**src/hw/rtl/mpsg_pkg.sv**
```systemverilog
// Package for the midpoint subdivision gradient unit.
// Holds widths, stage count, color and pipeline stage types, and the midpoint color function.
// No dependencies.
package mpsg_pkg;

  localparam int MAX_LENGTH = 4096;
  localparam int POS_W      = $clog2(MAX_LENGTH);
  localparam int LEN_W      = POS_W + 1;
  localparam int CH_W       = 8;
  localparam int COLOR_W    = 4 * CH_W;
  localparam int CFG_IDX_W  = 2;
  // Each step at least halves the interval, so POS_W steps reach adjacent positions.
  localparam int N_STEPS    = POS_W;
  localparam int NUM_STAGES = N_STEPS + 1;
  localparam int CNT_W      = $clog2(NUM_STAGES + 1);

  localparam logic [LEN_W-1:0] LEN_MIN   = LEN_W'(2);
  localparam logic [LEN_W-1:0] LEN_MAX   = LEN_W'(MAX_LENGTH);
  localparam logic [LEN_W-1:0] LEN_RESET = LEN_W'(256);
  localparam logic [CH_W-1:0]  ALPHA_MID = {CH_W{1'b1}};

  typedef enum logic [CFG_IDX_W-1:0] {
    CFG_START_COLOR = 2'd0,
    CFG_END_COLOR   = 2'd1,
    CFG_LINE_LENGTH = 2'd2
  } cfg_idx_e;

  typedef struct packed {
    logic [CH_W-1:0] alpha;
    logic [CH_W-1:0] red;
    logic [CH_W-1:0] green;
    logic [CH_W-1:0] blue;
  } color_t;

  typedef struct packed {
    logic [POS_W-1:0] pos;
    logic [POS_W-1:0] lo;
    logic [POS_W-1:0] hi;
    color_t           lo_color;
    color_t           hi_color;
    color_t           color;
    logic             done;
    logic             oor;
  } stage_t;

  // Per-channel truncated average, alpha forced opaque.
  function automatic color_t mid_color(color_t a, color_t b);
    logic [CH_W:0] r;
    logic [CH_W:0] g;
    logic [CH_W:0] bl;
    color_t        c;
    r  = {1'b0, a.red}   + {1'b0, b.red};
    g  = {1'b0, a.green} + {1'b0, b.green};
    bl = {1'b0, a.blue}  + {1'b0, b.blue};
    c.alpha = ALPHA_MID;
    c.red   = r[CH_W:1];
    c.green = g[CH_W:1];
    c.blue  = bl[CH_W:1];
    return c;
  endfunction

endpackage

```
**src/hw/rtl/mpsg_if.sv**
```systemverilog
// Channel interfaces of the midpoint subdivision gradient unit: position in, color out, config.
// Depends on mpsg_pkg.
interface mpsg_in_if;
  import mpsg_pkg::*;
  logic             valid;
  logic             ready;
  logic [POS_W-1:0] position;
  modport source (output valid, output position, input ready);
  modport sink   (input valid, input position, output ready);
endinterface

interface mpsg_out_if;
  import mpsg_pkg::*;
  logic            valid;
  logic            ready;
  logic [CH_W-1:0] red;
  logic [CH_W-1:0] green;
  logic [CH_W-1:0] blue;
  logic [CH_W-1:0] alpha;
  logic            out_of_range;
  modport source (output valid, output red, output green, output blue, output alpha,
                  output out_of_range, input ready);
  modport sink   (input valid, input red, input green, input blue, input alpha,
                  input out_of_range, output ready);
endinterface

interface mpsg_cfg_if;
  import mpsg_pkg::*;
  logic                 valid;
  logic                 ready;
  logic [CFG_IDX_W-1:0] index;
  logic [COLOR_W-1:0]   data;
  modport source (output valid, output index, output data, input ready);
  modport sink   (input valid, input index, input data, output ready);
endinterface

```
**src/hw/rtl/mpsg_step.sv**
```systemverilog
// One subdivision step of the gradient pipeline, with its own stage register.
// Depends on mpsg_pkg.
module mpsg_step (
  input  logic            clk_i,
  input  logic            rst_ni,
  input  logic            valid_i,
  output logic            ready_o,
  input  mpsg_pkg::stage_t data_i,
  output logic            valid_o,
  input  logic            ready_i,
  output mpsg_pkg::stage_t data_o
);
  import mpsg_pkg::*;

  logic             valid_q;
  stage_t           data_q;
  stage_t           data_d;
  logic [POS_W:0]   sum;
  logic [POS_W-1:0] mid;
  color_t           mid_c;

  always_comb begin
    data_d = data_i;
    sum    = {1'b0, data_i.lo} + {1'b0, data_i.hi};
    mid    = sum[POS_W:1];
    mid_c  = mid_color(data_i.lo_color, data_i.hi_color);
    if (!data_i.done) begin
      if (data_i.pos == mid) begin
        data_d.done  = 1'b1;
        data_d.color = mid_c;
      end else if (data_i.pos < mid) begin
        data_d.hi       = mid;
        data_d.hi_color = mid_c;
      end else begin
        data_d.lo       = mid;
        data_d.lo_color = mid_c;
      end
    end
  end

  assign ready_o = !valid_q || ready_i;

  always_ff @(posedge clk_i or negedge rst_ni) begin
    if (!rst_ni) begin
      valid_q <= 1'b0;
    end else if (ready_o) begin
      valid_q <= valid_i;
    end
  end

  always_ff @(posedge clk_i) begin
    if (ready_o && valid_i) begin
      data_q <= data_d;
    end
  end

  assign valid_o = valid_q;
  assign data_o  = data_q;

endmodule

```
**src/hw/rtl/midpoint_subdivision_gradient_unit.sv**
```systemverilog
// Midpoint subdivision gradient unit: top level.
// Depends on mpsg_pkg, the mpsg_*_if interfaces and mpsg_step.
//
// Returns the color at one position of a gradient line built by recursive
// midpoint subdivision between a start and an end color. Position 0 gives the
// start color and position length-1 the end color, each with its own alpha;
// every other position gets the color of the subdivision midpoint that lands
// on it, alpha 255. A position at or past the line length returns all-zero
// channels with out_of_range set. The line length register is clamped to
// 2..4096. The unit is a pipeline of 13 register stages: one entry stage that
// checks range and endpoints, then 12 stages that each take one halving step
// of the interval. One position is taken per cycle unless back-pressure stalls
// the input. Each result passes through the entry register and all 12 step
// registers before it shows on the output.
// Each stage holds its own valid bit and stalls only when its successor is full,
// so back-pressure on the output fills bubbles before halting the input.
// Configuration writes are always accepted (ready is always high) and must
// only occur while no position is in flight; an index of 3 is ignored.
module midpoint_subdivision_gradient_unit (
  input  logic              clk_i,
  input  logic              rst_ni,
  mpsg_cfg_if.sink          cfg_i,
  mpsg_in_if.sink           in_i,
  mpsg_out_if.source        out_o
);
  import mpsg_pkg::*;

  // Configuration registers
  color_t           start_color_q;
  color_t           end_color_q;
  logic [LEN_W-1:0] line_length_q;

  // Pipeline stage signals; stage 0 is the entry stage, 1..N_STEPS are steps.
  logic             valid_s [NUM_STAGES];
  stage_t           data_s  [NUM_STAGES];
  logic             ready_s [NUM_STAGES+1];

  logic             entry_valid_q;
  stage_t           entry_q;
  stage_t           entry_d;

  logic [LEN_W-1:0] len_eff;
  logic [POS_W-1:0] last_pos;
  logic             is_oor;
  logic             is_first;
  logic             is_last;

  // Configuration port: always ready, decode the index.
  assign cfg_i.ready = 1'b1;

  always_ff @(posedge clk_i or negedge rst_ni) begin
    if (!rst_ni) begin
      start_color_q <= '0;
      end_color_q   <= '1;
      line_length_q <= LEN_RESET;
    end else if (cfg_i.valid) begin
      unique case (cfg_i.index)
        CFG_START_COLOR: start_color_q <= cfg_i.data;
        CFG_END_COLOR:   end_color_q   <= cfg_i.data;
        CFG_LINE_LENGTH: line_length_q <= cfg_i.data[LEN_W-1:0];
        default: ;
      endcase
    end
  end

  // Entry stage: clamp the length, flag out-of-range, resolve endpoints.
  always_comb begin
    if (line_length_q < LEN_MIN) begin
      len_eff = LEN_MIN;
    end else if (line_length_q > LEN_MAX) begin
      len_eff = LEN_MAX;
    end else begin
      len_eff = line_length_q;
    end
    last_pos = POS_W'(len_eff - LEN_W'(1));
    is_oor   = {1'b0, in_i.position} >= len_eff;
    is_first = in_i.position == '0;
    is_last  = in_i.position == last_pos;

    entry_d.pos      = in_i.position;
    entry_d.lo       = '0;
    entry_d.hi       = last_pos;
    entry_d.lo_color = start_color_q;
    entry_d.hi_color = end_color_q;
    entry_d.oor      = is_oor;
    entry_d.done     = is_oor || is_first || is_last;
    if (is_oor) begin
      entry_d.color = '0;
    end else if (is_first) begin
      entry_d.color = start_color_q;
    end else if (is_last) begin
      entry_d.color = end_color_q;
    end else begin
      entry_d.color = '0;
    end
  end

  // Advance the entry stage whenever it is empty or its successor takes it.
  assign ready_s[0] = !entry_valid_q || ready_s[1];
  assign in_i.ready = ready_s[0];

  always_ff @(posedge clk_i or negedge rst_ni) begin
    if (!rst_ni) begin
      entry_valid_q <= 1'b0;
    end else if (ready_s[0]) begin
      entry_valid_q <= in_i.valid;
    end
  end

  always_ff @(posedge clk_i) begin
    if (ready_s[0] && in_i.valid) begin
      entry_q <= entry_d;
    end
  end

  assign valid_s[0] = entry_valid_q;
  assign data_s[0]  = entry_q;

  // Subdivision steps: each halves the interval around the position.
  for (genvar k = 1; k < NUM_STAGES; k++) begin : g_step
    mpsg_step u_step (
      .clk_i   (clk_i),
      .rst_ni  (rst_ni),
      .valid_i (valid_s[k-1]),
      .ready_o (ready_s[k]),
      .data_i  (data_s[k-1]),
      .valid_o (valid_s[k]),
      .ready_i (ready_s[k+1]),
      .data_o  (data_s[k])
    );
  end

  // Output: the last stage register drives the result channel directly.
  assign ready_s[NUM_STAGES] = out_o.ready;
  assign out_o.valid         = valid_s[NUM_STAGES-1];
  assign out_o.red           = data_s[NUM_STAGES-1].color.red;
  assign out_o.green         = data_s[NUM_STAGES-1].color.green;
  assign out_o.blue          = data_s[NUM_STAGES-1].color.blue;
  assign out_o.alpha         = data_s[NUM_STAGES-1].color.alpha;
  assign out_o.out_of_range  = data_s[NUM_STAGES-1].oor;

endmodule

```
**src/flat_wrapper.sv**
```systemverilog
// flat-port wrapper written by rule: the top's interface ports become plain ports
module midpoint_subdivision_gradient_unit_flat import mpsg_pkg::*;
  (clk_i, rst_ni, cfg_i_valid, cfg_i_index, cfg_i_data, cfg_i_ready, in_i_valid, in_i_position, in_i_ready, out_o_valid, out_o_red, out_o_green, out_o_blue, out_o_alpha, out_o_out_of_range, out_o_ready);
  mpsg_cfg_if cfg_i_i ();
  mpsg_in_if in_i_i ();
  mpsg_out_if out_o_i ();
  input  logic clk_i;
  input  logic rst_ni;
  input wire logic [$bits(cfg_i_i.valid)-1:0] cfg_i_valid;
  input wire logic [$bits(cfg_i_i.index)-1:0] cfg_i_index;
  input wire logic [$bits(cfg_i_i.data)-1:0] cfg_i_data;
  output wire logic [$bits(cfg_i_i.ready)-1:0] cfg_i_ready;
  input wire logic [$bits(in_i_i.valid)-1:0] in_i_valid;
  input wire logic [$bits(in_i_i.position)-1:0] in_i_position;
  output wire logic [$bits(in_i_i.ready)-1:0] in_i_ready;
  output wire logic [$bits(out_o_i.valid)-1:0] out_o_valid;
  output wire logic [$bits(out_o_i.red)-1:0] out_o_red;
  output wire logic [$bits(out_o_i.green)-1:0] out_o_green;
  output wire logic [$bits(out_o_i.blue)-1:0] out_o_blue;
  output wire logic [$bits(out_o_i.alpha)-1:0] out_o_alpha;
  output wire logic [$bits(out_o_i.out_of_range)-1:0] out_o_out_of_range;
  input wire logic [$bits(out_o_i.ready)-1:0] out_o_ready;
  assign cfg_i_i.valid = cfg_i_valid;
  assign cfg_i_i.index = cfg_i_index;
  assign cfg_i_i.data = cfg_i_data;
  assign cfg_i_ready = cfg_i_i.ready;
  assign in_i_i.valid = in_i_valid;
  assign in_i_i.position = in_i_position;
  assign in_i_ready = in_i_i.ready;
  assign out_o_valid = out_o_i.valid;
  assign out_o_red = out_o_i.red;
  assign out_o_green = out_o_i.green;
  assign out_o_blue = out_o_i.blue;
  assign out_o_alpha = out_o_i.alpha;
  assign out_o_out_of_range = out_o_i.out_of_range;
  assign out_o_i.ready = out_o_ready;
  midpoint_subdivision_gradient_unit u_core (.clk_i(clk_i), .rst_ni(rst_ni), .cfg_i(cfg_i_i), .in_i(in_i_i), .out_o(out_o_i));
endmodule
```
**config.mk**
```make
export PLATFORM = sky130hd
export DESIGN_NAME = midpoint_subdivision_gradient_unit_flat
export DESIGN_NICKNAME = d
export VERILOG_FILES = /design/src/hw/rtl/mpsg_pkg.sv /design/src/hw/rtl/mpsg_if.sv /design/src/hw/rtl/mpsg_step.sv /design/src/hw/rtl/midpoint_subdivision_gradient_unit.sv /design/src/flat_wrapper.sv
export SDC_FILE = /design/constraint.sdc
export NUM_CORES = 2
export LEC_CHECK = 0
export ABC_AREA = 1
export BUFFER_PORTS_ARGS = -buffer_cell sky130_fd_sc_hd__buf_2
export CORE_UTILIZATION = 40
export DETAILED_ROUTE_END_ITERATION = 16
export HOLD_SLACK_MARGIN = 0.12
export PLACE_DENSITY = 0.58
export SYNTH_ARGS = -nofsm -noshare
export SYNTH_HDL_FRONTEND = slang
export SYNTH_SLANG_ARGS = --single-unit
```
**constraint.sdc**
```tcl
create_clock -name clk_i -period 8.1 [get_ports clk_i]
set_input_delay 1.62 -clock clk_i [delete_from_list [all_inputs] [get_ports clk_i]]
set_output_delay 1.62 -clock clk_i [all_outputs]
set_load 0.1 [all_outputs]
```
Yosys cells after proc, flatten, opt, wreduce, memory -nomap -nowiden --
Cells that the tools add are included.
Storage, ports and cells: output and inout port bits 36, bits in registers 1702, input port bits 51
Operators by class: eq/ne operators 15, reductions and logical operators 48, mux-type cells 82, $add $sub $neg 48, magnitude comparators 14
Operator list (count):
- $mux W121 | 9
- $mux W88 | 9
- $mux W32 | 24
- $mux W33 | 13
- $add A8 B8 Y9 | 36
- $mux W12 | 20
- $eq A12 B12 Y1 | 12
- $add A12 B12 Y13 | 10
- $lt A12 B12 Y1 | 10
- $mux W120 | 1
- $mux W109 | 1
- $mux W87 | 1
- $mux W76 | 1
- $mux W13 | 2
- $logic_or A1 B1 Y1 | 15
- $add A11 B12 Y13 | 1
- $ge A12 B13 Y1 | 1
- $gt A13 B13 Y1 const B | 1
- $logic_and A1 B1 Y1 | 13
- $logic_not A1 Y1 | 13
- $lt A13 B2 Y1 const B | 1
- $eq A12 B11 Y1 | 1
- $logic_not A12 Y1 | 1
- $lt A12 B11 Y1 | 1
- 7 further kinds | 10

Longest topological paths before layout --
word-level depth 15, mapped depth 24, depth with buffers taken out 23

Modules after synthesis --
From an unflattened synthesis, not the netlist that was laid out.
Second synthesis, totals: cell total of the unflattened synthesis 10937, area, all modules 99984.6 um^2
By module, submodules not included:
- mpsg_step (u_core.g_step[10].u_step ...) | area each 7606.0 um^2, instances 5, cells each 844, sequential area each 4048.9 um^2
- mpsg_step (u_core.g_step[5].u_step ...) | area each 7592.3 um^2, instances 4, cells each 846, sequential area each 4048.9 um^2
- mpsg_step (u_core.g_step[3].u_step ...) | area each 7775.0 um^2, instances 2, cells each 843, sequential area each 4048.9 um^2
- midpoint_subdivision_gradient_unit | area each 8410.6 um^2, instances 1, cells each 801, sequential area each 5656.7 um^2
- mpsg_step (u_core.g_step[9].u_step) | area each 7624.8 um^2, instances 1, cells each 846, sequential area each 4048.9 um^2

Worst setup path before layout --
Ideal clock, no wire load.
path kind input -> register, from in out_o_ready, to reg u_core.g_step[4].u_step.data_q (netlist bit u_core.g_step[4].u_step.data_o[0]) (enable), stages 12, data required time 7.466 ns, setup time 0.634 ns, slack -0.506 ns, data arrival time 7.972 ns, cells stage by stage nor2_1 -> inv_1 -> nor2_1 -> inv_1 -> nor2_1 -> inv_1 -> nor2_1 -> nand2_1 -> nor2_1 -> nand2_1 -> nor2_1 -> a21oi_1
Between the ends: word-level cells in the longest chain between the ends 10
RTL lines:
- start, declared | line flat_wrapper.sv:22 | input wire logic [$bits(out_o_i.ready)-1:0] out_o_ready;
- $logic_or A1 B1 Y1 (9 in series) | line mpsg_step.sv:41 | assign ready_o = !valid_q || ready_i;
- $logic_and A1 B1 Y1 | line mpsg_step.sv:52 | if (ready_o && valid_i) begin
- end signal, assigned | line mpsg_step.sv:53 | data_q <= data_d;
- end, declared | line mpsg_step.sv:16 | stage_t data_q;
Every way passes these cells. A chain may end at the register's enable or synchronous reset.

Worst setup path after layout --
from in out_o_ready, to out in_i_ready
Between the ends: word-level cells in the longest chain between the ends 13
RTL lines:
- $logic_or A1 B1 Y1 (12 in series) | line mpsg_step.sv:41
- $logic_or A1 B1 Y1 | line midpoint_subdivision_gradient_unit.sv:99 | assign ready_s[0] = !entry_valid_q || ready_s[1];
- end, declared | line flat_wrapper.sv:15 | output wire logic [$bits(in_i_i.ready)-1:0] in_i_ready;
Every way passes these cells.

==> reports/results.tsv <==
metric	value	unit
Hold Path End	u_core.g_step[11].u_step.data_o[0]	
Area Overhead vs Synth	10.5	%
Synth async-reset ratio	5.90	%
reg2reg start	u_core.g_step[8].u_step.data_o[112]	
final wirelength	142000	µm
post-synth top area cell	edfxtp_1	
Max-Cap Viols	0	
routed length per placed instance	13.2	µm
TritonCTS clock tree	done	
initial antenna violation count	0	
num rows	163	
CP Launch Type	input pin	
Buf/Inv on CP	6	
Worst path slowest cell	nor2_1	
share of cells above drive strength 1	6.96	%
number of buffers created by CTS	160	
Chip Height	447	µm
Crit path top cell by count	nor2_1	
fillers	18362	
Hold Vio Cnt, Final	0	
Max clock buf depth	3	
top cells by count, synth	nand2_1, edfxtp_1, o21ai_0	
Routability Congestion	0.841	
count leader, synth	nand2_1	
hold path depth	0	
biggest cell delay along the critical path	380	ps
EDFF count, synth	1436	
CTS sink cnt	1526	
Post-CTS Setup Inserts	0	
vias in the first global route	50611	
largest net degree at the start of global routing	119	
# nets final	8604	
GRT overflow	0	
Critical Path Sink Type	primary output	
final period utilization	79.1	%
M1 WL	68900	µm
Cell Area, Synth	79300	µm²
full die area	200000	µm²
#FFs+latches synth	1526	
min cycle time layout	6400	ps
post-route ant nets	0	
wire length on met2	65600	µm
Syn Inst Count	7934	
R2R Setup Slk	2510	ps
syn nets	8548	
Ys Warns	0	
Core Box Area	197000	µm²
worst hold path type	reg -> reg	
Yosys top cell area share	54.4	%
Critical path origin	out_o_ready	
worst path cell trace	buf_2 -> nor2_1 -> inv_1 -> nor2_1 -> inv_1 -> nor2_1 -> inv_1 -> nor2_1 -> nand2_1 -> nor2_1 -> nand2_1 -> nor2_1 -> buf_4 -> nand2_1 -> nor2_1 -> nand2_1 -> nor2_1 -> nand2_1 -> buf_2	
I/O pins	87	
routed length on met3	3900	µm
initial DRC count	2494	
CTS root buffer	clkbuf_16	
crit-path leading delay family	simple AND/OR/NAND/NOR gates	
worst path required time	6480	ps
GRT Resource Usage Total	14.4	%
Clock transition at path regs	60	ps
sequential cell area fraction in the yosys report	57.3	%
routed vias/inst	4.61	
Netlist cell types	54	
FF/Latch Area	45400	µm²
R2R depth	19	
top cells by area, synth	edfxtp_1, nand2_1, ha_1	
detailed placer's ending HPWL	108000	µm
Max-slew headroom	18.3	%
Max Used Layer	met4	
CP max FO	4	
Crit path arrival time	4780	ps
H-Tree Level Count	4	
RSZ-0062 raised after global routing	no	
via total after detailed routing	49567	
Hold Crit Start	u_core.g_step[10].u_step.data_o[0]	
Initial Util	40.2	%
status	finished clean	
global-route wire length before repair	243000	µm
Crit Reg-Reg Endpoint	u_core.g_step[9].u_step.data_o[100]	
Worst-Margin Slew	1220	ps
DRC viols	0	
syn avg cell area	10.0	µm²
Antenna diodes	0	
prevailing post-synth register cell	edfxtp_1	
cts repair resizes	0	
hold buffers post-CTS	0	
Die Wd	447	µm
Pins Over Slew Limit	0	
multi-input logic area	30400	µm²
drt pass-1 iters	7	
clk_lat worst skew	790	ps
fmax	156	MHz
Finish-stage setup viols	0	
Final Skew	23.5	ps
Port Buffers	85	
setup_tns	0	ps
Setup CP Type	in -> out	
==> flip-flops by register name, indices dropped and copies added, names as in the netlist <==
signal	count
u_core.end_color_q	32
u_core.data_s	106
u_core.entry_d	32
u_core.entry_valid_q	1
u_core.g_step.u_step.valid_o	12
u_core.line_length_q	13
u_core.g_step.u_step.data_o	1330
==> worst max-delay path by stage <==
stage / depth (start not counted) / slack [ps] / endpoint
6_report: 19 / 1700 / in_i_ready
4_1_cts: 19 / 1590 / in_i_ready
2_1_floorplan: 16 / 60 / u_core.g_step[1].u_step.data_o[0]
5_1_grt: 19 / 1190 / in_i_ready
3_3_place_gp: 19 / 1440 / in_i_ready
3_5_place_dp: 19 / 1600 / in_i_ready
==> metal layers <==
metal  track usage (%)  vias to the layer above
li1                  -                    26808
met1              19.1                    21855
met2              24.1                      640
met3              2.16                      264
met4              4.51                        0
met5                 0                        -
==> logic make-up (layout without fill, tap and decap cells) <==
kind of cell               after synthesis  in the layout  share of synthesized area, %
DFF                                   1526           1526                          57.3
muxes                                   24             24                         0.322
other                                    1              1                       0.00473
buffers and inverters                  925           1108                          4.59
adders and majority gates              563            563                          9.33
AOI/OAI and AO/OA                     1285           1285                          8.66
xor gates and xnor gates               330            330                          3.64
and+or+nand+nor                       3280           3280                          16.2
==> worst register-to-register path, delay by kind of cell (launching register included) <==
| family | cells | cell delay [ps] |
|---|---|---|
| AO/OA/AOI/OAI | 7 | 2250 |
| buffers and inverters | 3 | 1110 |
| adder cells (fa/ha/maj) | 2 | 650 |
| AND/OR/NAND/NOR | 6 | 640 |
| flip-flops | 1 | 400 |
| XOR/XNOR | 1 | 300 |
==> through the flow <==
stage          std cells  util, %  hold WS (ps)  setup WS (ps)  instance area (µm²)
5_1_grt            10757     44.5           429           1190                87700
3_3_place_gp       10468     41.9           415           1440                82500
3_5_place_dp       10468     41.9           405           1600                82500
6_report           10757     44.5           415           1700                87700
2_1_floorplan       7934        -           400           60.4                79300
4_1_cts            10757     44.5           415           1590                87700
==> layout make-up <==
type	count	share of cell area, %
clock buffers	200	4.83
well taps	2640	3.77
inverters	665	2.86
multi-input cells	5483	34.6
flip-flops and latches	1526	51.8
repair buffers	154	1.09
clock inverters	89	1.02
==> layout by cell type (no fill, tap or decap), types with 9 or more instances in the layout <==
cell type | Yosys | final
clkinv_1 | 16 | 42
inv_1 | 642 | 636
clkinv_2 | 0 | 26
xor2_1 | 254 | 254
buf_2 | 8 | 84
nor3_1 | 15 | 15
nand3_1 | 78 | 76
bufinv_16 | 0 | 15
ha_1 | 516 | 516
buf_4 | 37 | 69
xnor2_1 | 76 | 76
nor2_1 | 225 | 221
clkbuf_16 | 0 | 162
or2_2 | 83 | 83
nand2_1 | 2818 | 2817
mux2_2 | 12 | 12
o21ai_0 | 679 | 679
o21bai_1 | 101 | 101
a21oi_1 | 437 | 433
dfrtp_1 | 57 | 57
a21oi_2 | 9 | 10
o21ai_1 | 11 | 11
dfstp_2 | 33 | 33
mux2i_1 | 12 | 12
a21o_1 | 10 | 10
nand4_1 | 28 | 28
nand3_2 | 7 | 9
fa_1 | 47 | 47
edfxtp_1 | 1436 | 1436
clkbuf_1 | 210 | 34
Power is left out: the tool's default activity adds up to more than one toggle a clock period on the data nets, which glitch-free logic cannot reach.
